`src/hdl/rv32d_pkg.sv`:
```
// Package for the RV32 subset instruction decoder.
// Holds the major opcodes, the operation numbers and the decoded result type.
// No dependencies.
package rv32d_pkg;

  localparam logic [6:0] OpcOp     = 7'h33;
  localparam logic [6:0] OpcLoad   = 7'h03;
  localparam logic [6:0] OpcOpImm  = 7'h13;
  localparam logic [6:0] OpcSystem = 7'h73;
  localparam logic [6:0] OpcStore  = 7'h23;
  localparam logic [6:0] OpcBranch = 7'h63;
  localparam logic [6:0] OpcLui    = 7'h37;
  localparam logic [6:0] OpcJal    = 7'h6f;

  localparam logic [11:0] ShiftHiMask = 12'hfe0;
  localparam logic [11:0] ShamtMask   = 12'h01f;

  typedef enum logic [4:0] {
    OP_ADD   = 5'd0,
    OP_MUL   = 5'd1,
    OP_SUB   = 5'd2,
    OP_SLL   = 5'd3,
    OP_MULH  = 5'd4,
    OP_SLT   = 5'd5,
    OP_XOR   = 5'd6,
    OP_DIV   = 5'd7,
    OP_SRL   = 5'd8,
    OP_SRA   = 5'd9,
    OP_OR    = 5'd10,
    OP_REM   = 5'd11,
    OP_AND   = 5'd12,
    OP_ADDI  = 5'd13,
    OP_SLLI  = 5'd14,
    OP_SLTI  = 5'd15,
    OP_XORI  = 5'd16,
    OP_SRLI  = 5'd17,
    OP_SRAI  = 5'd18,
    OP_ORI   = 5'd19,
    OP_ANDI  = 5'd20,
    OP_LB    = 5'd21,
    OP_LH    = 5'd22,
    OP_LW    = 5'd23,
    OP_SB    = 5'd24,
    OP_SH    = 5'd25,
    OP_SW    = 5'd26,
    OP_BEQ   = 5'd27,
    OP_BNE   = 5'd28,
    OP_LUI   = 5'd29,
    OP_JAL   = 5'd30,
    OP_ECALL = 5'd31
  } op_e;

  typedef struct packed {
    op_e                op;
    logic               invalid;
    logic [4:0]         rd;
    logic [4:0]         rs1;
    logic [4:0]         rs2;
    logic signed [31:0] imm;
  } dec_result_t;

endpackage

```
`src/hdl/rv32d_decode.sv`:
```
// Combinational decode of one instruction word into a dec_result_t.
// Depends on rv32d_pkg for the opcodes, operation numbers and result type.
module rv32d_decode
  import rv32d_pkg::*;
(
  input  logic [31:0] word_i,
  output dec_result_t result_o
);

  logic [6:0]         opc;
  logic [2:0]         f3;
  logic [6:0]         f7;
  logic [11:0]        i12;
  logic signed [31:0] iimm;
  logic signed [31:0] simm;
  logic signed [31:0] bimm;
  logic signed [31:0] jimm;
  logic               alt;

  assign opc  = word_i[6:0];
  assign f3   = word_i[14:12];
  assign f7   = word_i[31:25];
  assign i12  = word_i[31:20];
  assign alt  = (f7 != 7'd0);
  assign iimm = {{20{word_i[31]}}, word_i[31:20]};
  assign simm = {{20{word_i[31]}}, word_i[31:25], word_i[11:7]};
  assign bimm = {{20{word_i[31]}}, word_i[7], word_i[30:25], word_i[11:8], 1'b0};
  assign jimm = {{12{word_i[31]}}, word_i[19:12], word_i[20], word_i[30:21], 1'b0};

  always_comb begin
    result_o.op      = OP_ADD;
    result_o.invalid = 1'b1;
    result_o.rd      = 5'd0;
    result_o.rs1     = 5'd0;
    result_o.rs2     = 5'd0;
    result_o.imm     = 32'sd0;
    case (opc)
      OpcOp: begin
        result_o.invalid = 1'b0;
        case (f3)
          3'd0: begin
            if (f7 == 7'd0) begin
              result_o.op = OP_ADD;
            end else if (f7 == 7'd1) begin
              result_o.op = OP_MUL;
            end else begin
              result_o.op = OP_SUB;
            end
          end
          3'd1: result_o.op = alt ? OP_MULH : OP_SLL;
          3'd2: result_o.op = OP_SLT;
          3'd4: result_o.op = alt ? OP_DIV : OP_XOR;
          3'd5: result_o.op = alt ? OP_SRA : OP_SRL;
          3'd6: result_o.op = alt ? OP_REM : OP_OR;
          3'd7: result_o.op = OP_AND;
          default: result_o.invalid = 1'b1;
        endcase
        if (!result_o.invalid) begin
          result_o.rd  = word_i[11:7];
          result_o.rs1 = word_i[19:15];
          result_o.rs2 = word_i[24:20];
        end
      end
      OpcOpImm: begin
        result_o.invalid = 1'b0;
        result_o.imm     = iimm;
        case (f3)
          3'd0: result_o.op = OP_ADDI;
          3'd1: result_o.op = OP_SLLI;
          3'd2: result_o.op = OP_SLTI;
          3'd4: result_o.op = OP_XORI;
          3'd5: begin
            result_o.op  = ((i12 & ShiftHiMask) == 12'd0) ? OP_SRLI : OP_SRAI;
            result_o.imm = {20'd0, i12 & ShamtMask};
          end
          3'd6: result_o.op = OP_ORI;
          3'd7: result_o.op = OP_ANDI;
          default: begin
            result_o.invalid = 1'b1;
            result_o.imm     = 32'sd0;
          end
        endcase
        if (!result_o.invalid) begin
          result_o.rd  = word_i[11:7];
          result_o.rs1 = word_i[19:15];
        end
      end
      OpcLoad: begin
        if (f3 <= 3'd2) begin
          result_o.invalid = 1'b0;
          result_o.op      = op_e'(5'(OP_LB) + {2'd0, f3});
          result_o.rd      = word_i[11:7];
          result_o.rs1     = word_i[19:15];
          result_o.imm     = iimm;
        end
      end
      OpcStore: begin
        if (f3 <= 3'd2) begin
          result_o.invalid = 1'b0;
          result_o.op      = op_e'(5'(OP_SB) + {2'd0, f3});
          result_o.rs1     = word_i[19:15];
          result_o.rs2     = word_i[24:20];
          result_o.imm     = simm;
        end
      end
      OpcBranch: begin
        if (f3 <= 3'd1) begin
          result_o.invalid = 1'b0;
          result_o.op      = f3[0] ? OP_BNE : OP_BEQ;
          result_o.rs1     = word_i[19:15];
          result_o.rs2     = word_i[24:20];
          result_o.imm     = bimm;
        end
      end
      OpcLui: begin
        result_o.invalid = 1'b0;
        result_o.op      = OP_LUI;
        result_o.rd      = word_i[11:7];
        result_o.imm     = {12'd0, word_i[31:12]};
      end
      OpcJal: begin
        result_o.invalid = 1'b0;
        result_o.op      = OP_JAL;
        result_o.rd      = word_i[11:7];
        result_o.imm     = jimm;
      end
      OpcSystem: begin
        result_o.invalid = 1'b0;
        result_o.op      = OP_ECALL;
      end
      default: result_o.invalid = 1'b1;
    endcase
  end

endmodule

```
`src/hdl/rv32_subset_instruction_decoder.sv`:
```
// Top level of the RV32 subset instruction decoder: input register, decode, result register.
// Depends on rv32d_pkg and rv32d_decode.
// An accepted word passes the input register, then the decode, then the result register.
// Throughput is one transaction per cycle unless stall_i holds; an empty stage still fills.
// Reset clears both stage valid flags; the payload registers are not reset.
module rv32_subset_instruction_decoder
  import rv32d_pkg::*;
(
  input  logic               clk_i,
  input  logic               rst_ni,
  input  logic               valid_i,
  output logic               stall_o,
  input  logic [31:0]        instr_word_i,
  output logic               valid_o,
  input  logic               stall_i,
  output logic [4:0]         op_code_o,
  output logic               invalid_o,
  output logic [4:0]         rd_o,
  output logic [4:0]         rs1_o,
  output logic [4:0]         rs2_o,
  output logic signed [31:0] imm_o
);

  logic        in_valid_q;
  logic        in_valid_d;
  logic [31:0] word_q;
  logic        out_valid_q;
  logic        out_valid_d;
  dec_result_t result_q;
  dec_result_t result_d;
  logic        out_advance;
  logic        in_advance;

  assign out_advance = !out_valid_q || !stall_i;
  assign in_advance  = !in_valid_q || out_advance;
  assign stall_o     = !in_advance;

  assign in_valid_d  = in_advance ? valid_i : in_valid_q;
  assign out_valid_d = out_advance ? in_valid_q : out_valid_q;

  rv32d_decode u_decode (
    .word_i   (word_q),
    .result_o (result_d)
  );

  always_ff @(posedge clk_i or negedge rst_ni) begin
    if (!rst_ni) begin
      in_valid_q  <= 1'b0;
      out_valid_q <= 1'b0;
    end else begin
      in_valid_q  <= in_valid_d;
      out_valid_q <= out_valid_d;
    end
  end

  always_ff @(posedge clk_i) begin
    if (in_advance && valid_i) begin
      word_q <= instr_word_i;
    end
    if (out_advance && in_valid_q) begin
      result_q <= result_d;
    end
  end

  assign valid_o   = out_valid_q;
  assign op_code_o = result_q.op;
  assign invalid_o = result_q.invalid;
  assign rd_o      = result_q.rd;
  assign rs1_o     = result_q.rs1;
  assign rs2_o     = result_q.rs2;
  assign imm_o     = result_q.imm;

endmodule

```
`config.mk`:
```
export PLATFORM = sky130hd
export DESIGN_NAME = rv32_subset_instruction_decoder
export DESIGN_NICKNAME = d
export VERILOG_FILES = /design/src/hdl/rv32d_pkg.sv /design/src/hdl/rv32d_decode.sv /design/src/hdl/rv32_subset_instruction_decoder.sv
export SDC_FILE = /design/constraint.sdc
export NUM_CORES = 1
export LEC_CHECK = 0
export BUFFER_PORTS_ARGS = -buffer_cell sky130_fd_sc_hd__buf_4
export CAP_MARGIN = 20
export CELL_PAD_IN_SITES_DETAIL_PLACEMENT = 0
export CELL_PAD_IN_SITES_GLOBAL_PLACEMENT = 1
export CORE_MARGIN = 1
export CORE_UTILIZATION = 38
export CTS_CLUSTER_DIAMETER = 150
export CTS_CLUSTER_SIZE = 20
export DETAILED_ROUTE_END_ITERATION = 10
export GPL_TIMING_DRIVEN = 1
export PLACE_DENSITY = 0.77
export SYNTH_ARGS = -nofsm -noshare
export SYNTH_HDL_FRONTEND = slang
export SYNTH_SLANG_ARGS = --single-unit
```
`constraint.sdc`:
```
create_clock -name clk_i -period 4.1 [get_ports clk_i]
set_input_delay 0 -clock clk_i [delete_from_list [all_inputs] [get_ports clk_i]]
set_output_delay 0 -clock clk_i [all_outputs]
set_load 0.005 [all_outputs]
```
==> flow_metrics.env <==
export IMPL_power_frac_clock_pct=34.7
export IMPL_relSlewSlack_pct=36.7
export IMPL_cts_tree="done"
export IMPL_synth_edf_count=74
export IMPL_rr_startpoint="word_q[12]"
export IMPL_final_area_sq_um=4920
export IMPL_die_area_sq_um=9890
export IMPL_tightest_slew_ns=0.948
export IMPL_maxCapViolCount=0
export IMPL_antenna_found_initial=0
export IMPL_drive_above_1_share_pct=32.9
export IMPL_crit_path_cell_trace="inv_1, ha_1, nor4_1, o22ai_1, a221oi_2, nor2b_1"
export IMPL_fillers=769
export IMPL_fmax_mhz=378
export IMPL_post_route_period_util_pct=64.6
export IMPL_grt_overflow_total=0
export IMPL_drv_slew=0
export IMPL_async_flop_share_pct=2.63
export IMPL_num_rows=35
export IMPL_cts_setup_buffers=0
export IMPL_worstHoldEndpoint="word_q[11]"
export IMPL_num_io_pins=91
export IMPL_pwr_share_seq_pct=53.7
export IMPL_cpPeakStageDelay_ns=0.55
export IMPL_swShare_pct=23.2
export IMPL_drt_pass1_iterations=5
export IMPL_synth_seq_cells=76
export IMPL_core_area_sq_um=9240
export IMPL_globalRouteTotalUtil_pct=18.7
export IMPL_finalSetupTns_ns=0
export IMPL_worstRegToRegCells=6
export IMPL_hp_class="primary input to flop"
export IMPL_insertedDiodeCount=0
export IMPL_globalplace_congestion=0.907
export IMPL_num_vias=2705
export IMPL_yosysUniqueCellTypes=61
export IMPL_wl_per_cell_um=16.8
export IMPL_die_y_um=99.5
export IMPL_clkTransAtPathRegs_ns=0.08
export IMPL_drc_errors=0
export IMPL_outcome="finished, final reports clean"
export IMPL_irDropWorstVdd_v=0.000243
export IMPL_grt_max_degree=43
export IMPL_clock_tree_root_cell="clkbuf_8"
export IMPL_synth_cells=275
export IMPL_layout_min_cycle_time_ns=2.65
export IMPL_r2r_setup_slack_ns=1.45
export IMPL_p_sw_w=0.000413
export IMPL_ys_flop_type="edfxtp_1"
export IMPL_routed_wl_mm=8.78
export IMPL_clock_sinks=76
export IMPL_p_comb_share_pct=11.5
export IMPL_numCtsBuffers=9
export IMPL_critPathLaunchType="flop"
export IMPL_critPathKind="flop to flop"
export IMPL_endpoint_kind="flop"
export IMPL_hold_viol=0
export IMPL_cts_resized_gates=0
export IMPL_skew_ns=0.00912
export IMPL_port_buffers=90
export IMPL_power_density_nw_per_um2=361
export IMPL_grt_pass1_vias=2608
export IMPL_areaGrowthSynthToFinish_pct=36.3
export IMPL_clock_latency_ns=0.35
export IMPL_yosys_warnings=0
export IMPL_dp_hpwl_mm=5.93
export IMPL_start_util_pct=39.1
export IMPL_drtAntennaViolNets=0
export IMPL_nets=433
export IMPL_htree_levels=3
export IMPL_leakage_nw=1.95
export IMPL_die_x_um=99.5
export IMPL_worst_path_max_fanout=12
export IMPL_syn_nets=317
export IMPL_setup_viol=0
export IMPL_rsz0062_at_grt="no"
export IMPL_grt_pass1_wl_mm=13.8
export IMPL_syn_area_sq_um=3610
export IMPL_hold_path_depth=2
export IMPL_synth_seq_area_share_pct=62.9
export IMPL_r2r_end="rd_o[4]"
export IMPL_internal_power_w=0.00136
export IMPL_hp_start="instr_word_i[11]"
export IMPL_hold_buffers=37
export IMPL_vias_per_cell=5.16
export IMPL_dpl_cell_area_sq_um=4330
export IMPL_cts_max_path_buffers=2
export IMPL_cpMaxStageDelayCell="edfxtp_1"
export IMPL_arrival_ns=2.74
export IMPL_drt_iter0_drc=187
export IMPL_worst_ep_required_time_ns=4.19
export IMPL_synth_area_per_cell_sq_um=13.1
==> synth_stat cells, types with 4 or more instances <==
cell	instances	area (sq um)
nand3_1	6	30.0
nor4_1	4	25.0
a22o_1	6	52.6
a21oi_1	8	40.0
ha_1	6	75.1
nand2_1	9	33.8
a221o_2	8	90.1
edfxtp_1	74	2220
a22oi_1	5	37.5
o21ai_0	7	35.0
buf_4	12	90.1
buf_2	8	40.0
nor2_1	21	78.8
nor2b_1	11	68.8
nor3_1	9	45.0
inv_1	14	52.6
==> how the worst max path moves through the flow <==
stage,start,to,cells after the start
3_5_place_dp,word_q[12],rd_o[4],6
4_1_cts,word_q[12],rd_o[4],6
2_1_floorplan,valid_o,imm_o[0],1
6_report,word_q[12],rd_o[4],6
5_1_grt,word_q[12],rd_o[4],6
3_3_place_gp,word_q[12],rd_o[1],6
==> worst max-delay path: cells and delay by family (launching register included) <==
kind / cells / cell delay (ns)
flops: 1 / 0.55
fa+ha+maj: 1 / 0.36
buf+inv: 1 / 0.15
compound gates: 2 / 0.70
simple gates: 2 / 0.63
==> kinds of logic (layout without fill, tap and decap cells) <==
| group | after synthesis | count (layout) | synth area share, % |
|---|---|---|---|
| compound gates | 68 | 68 | 15.4 |
| buf+inv | 39 | 159 | 5.65 |
| xor+xnor | 1 | 1 | 0.243 |
| mux | 2 | 2 | 0.555 |
| flops | 76 | 76 | 62.9 |
| fa+ha+maj | 6 | 6 | 2.08 |
| simple gates | 83 | 83 | 13.2 |
==> final cells by class <==
type                            instances  area (sq um)  share of cell area [%]
Sequential cell                        76          2270                    46.2
Multi-Input combinational cell        160          1150                    23.4
Timing Repair Buffer                  130          1070                    21.7
Tap cell                              129           161                    3.28
Clock buffer                            9           124                    2.52
Clock inverter                          6          90.1                    1.83
Inverter                               14          52.6                    1.07
==> power groups by stage <==
stage                     logic (W)  clock network [W]  registers (W)
after CTS                  0.000205           0.000628       0.000955
after global routing       0.000223           0.000668       0.000961
after floorplan           0.0000951                  0       0.000954
after detailed placement   0.000176                  0       0.000972
final                      0.000205           0.000617       0.000955
after global placement     0.000176                  0       0.000971
==> state kept, by name, indices dropped and copies added (netlist names) <==
signal and count:
word_q 32, imm_o 21, op_code_o 5, rd_o 5
rs1_o 5, rs2_o 5, in_valid_q 1, invalid_o 1
valid_o 1
==> per-stage QoR <==
| stage | total power [W] | worst slack [ns] | hold WS [ns] | cells | util [%] |
|---|---|---|---|---|---|
| floorplan | 0.00105 | 0.132 | -0.296 | 275 | - |
| global placement | 0.00115 | 1.48 | -0.216 | 472 | 46.9 |
| detailed placement | 0.00115 | 1.50 | -0.216 | 472 | 46.9 |
| CTS | 0.00179 | 1.50 | 0.344 | 524 | 53.2 |
| global route | 0.00185 | 1.37 | 0.341 | 524 | 53.2 |
| finish | 0.00178 | 1.45 | 0.363 | 524 | 53.2 |
==> cells in the final DEF (no fill, tap or decap), types with 3 or more instances in the layout <==
cell,count
ha_1,6
o22ai_1,3
edfxtp_1,74
nand2b_1,3
or3_1,3
nand3_1,6
a221o_2,8
nor2b_1,11
a21oi_1,8
a22oi_1,5
nor2_1,21
inv_1,14
buf_4,93
nand2_1,9
a22o_1,6
nor3_1,8
dlygate4sd3_1,37
clkbuf_8,9
o21a_1,3
nor4_1,4
o21ai_0,7
==> metal layers <==
layer,routed length [um],up-vias,GRT usage (%)
li1,-,1287,-
met1,3910,1286,25.8
met2,4190,123,29.0
met3,567,9,4.01
met4,116,0,7.24
met5,0,-,0
Note: power is estimated with default switching activity, not from simulation.
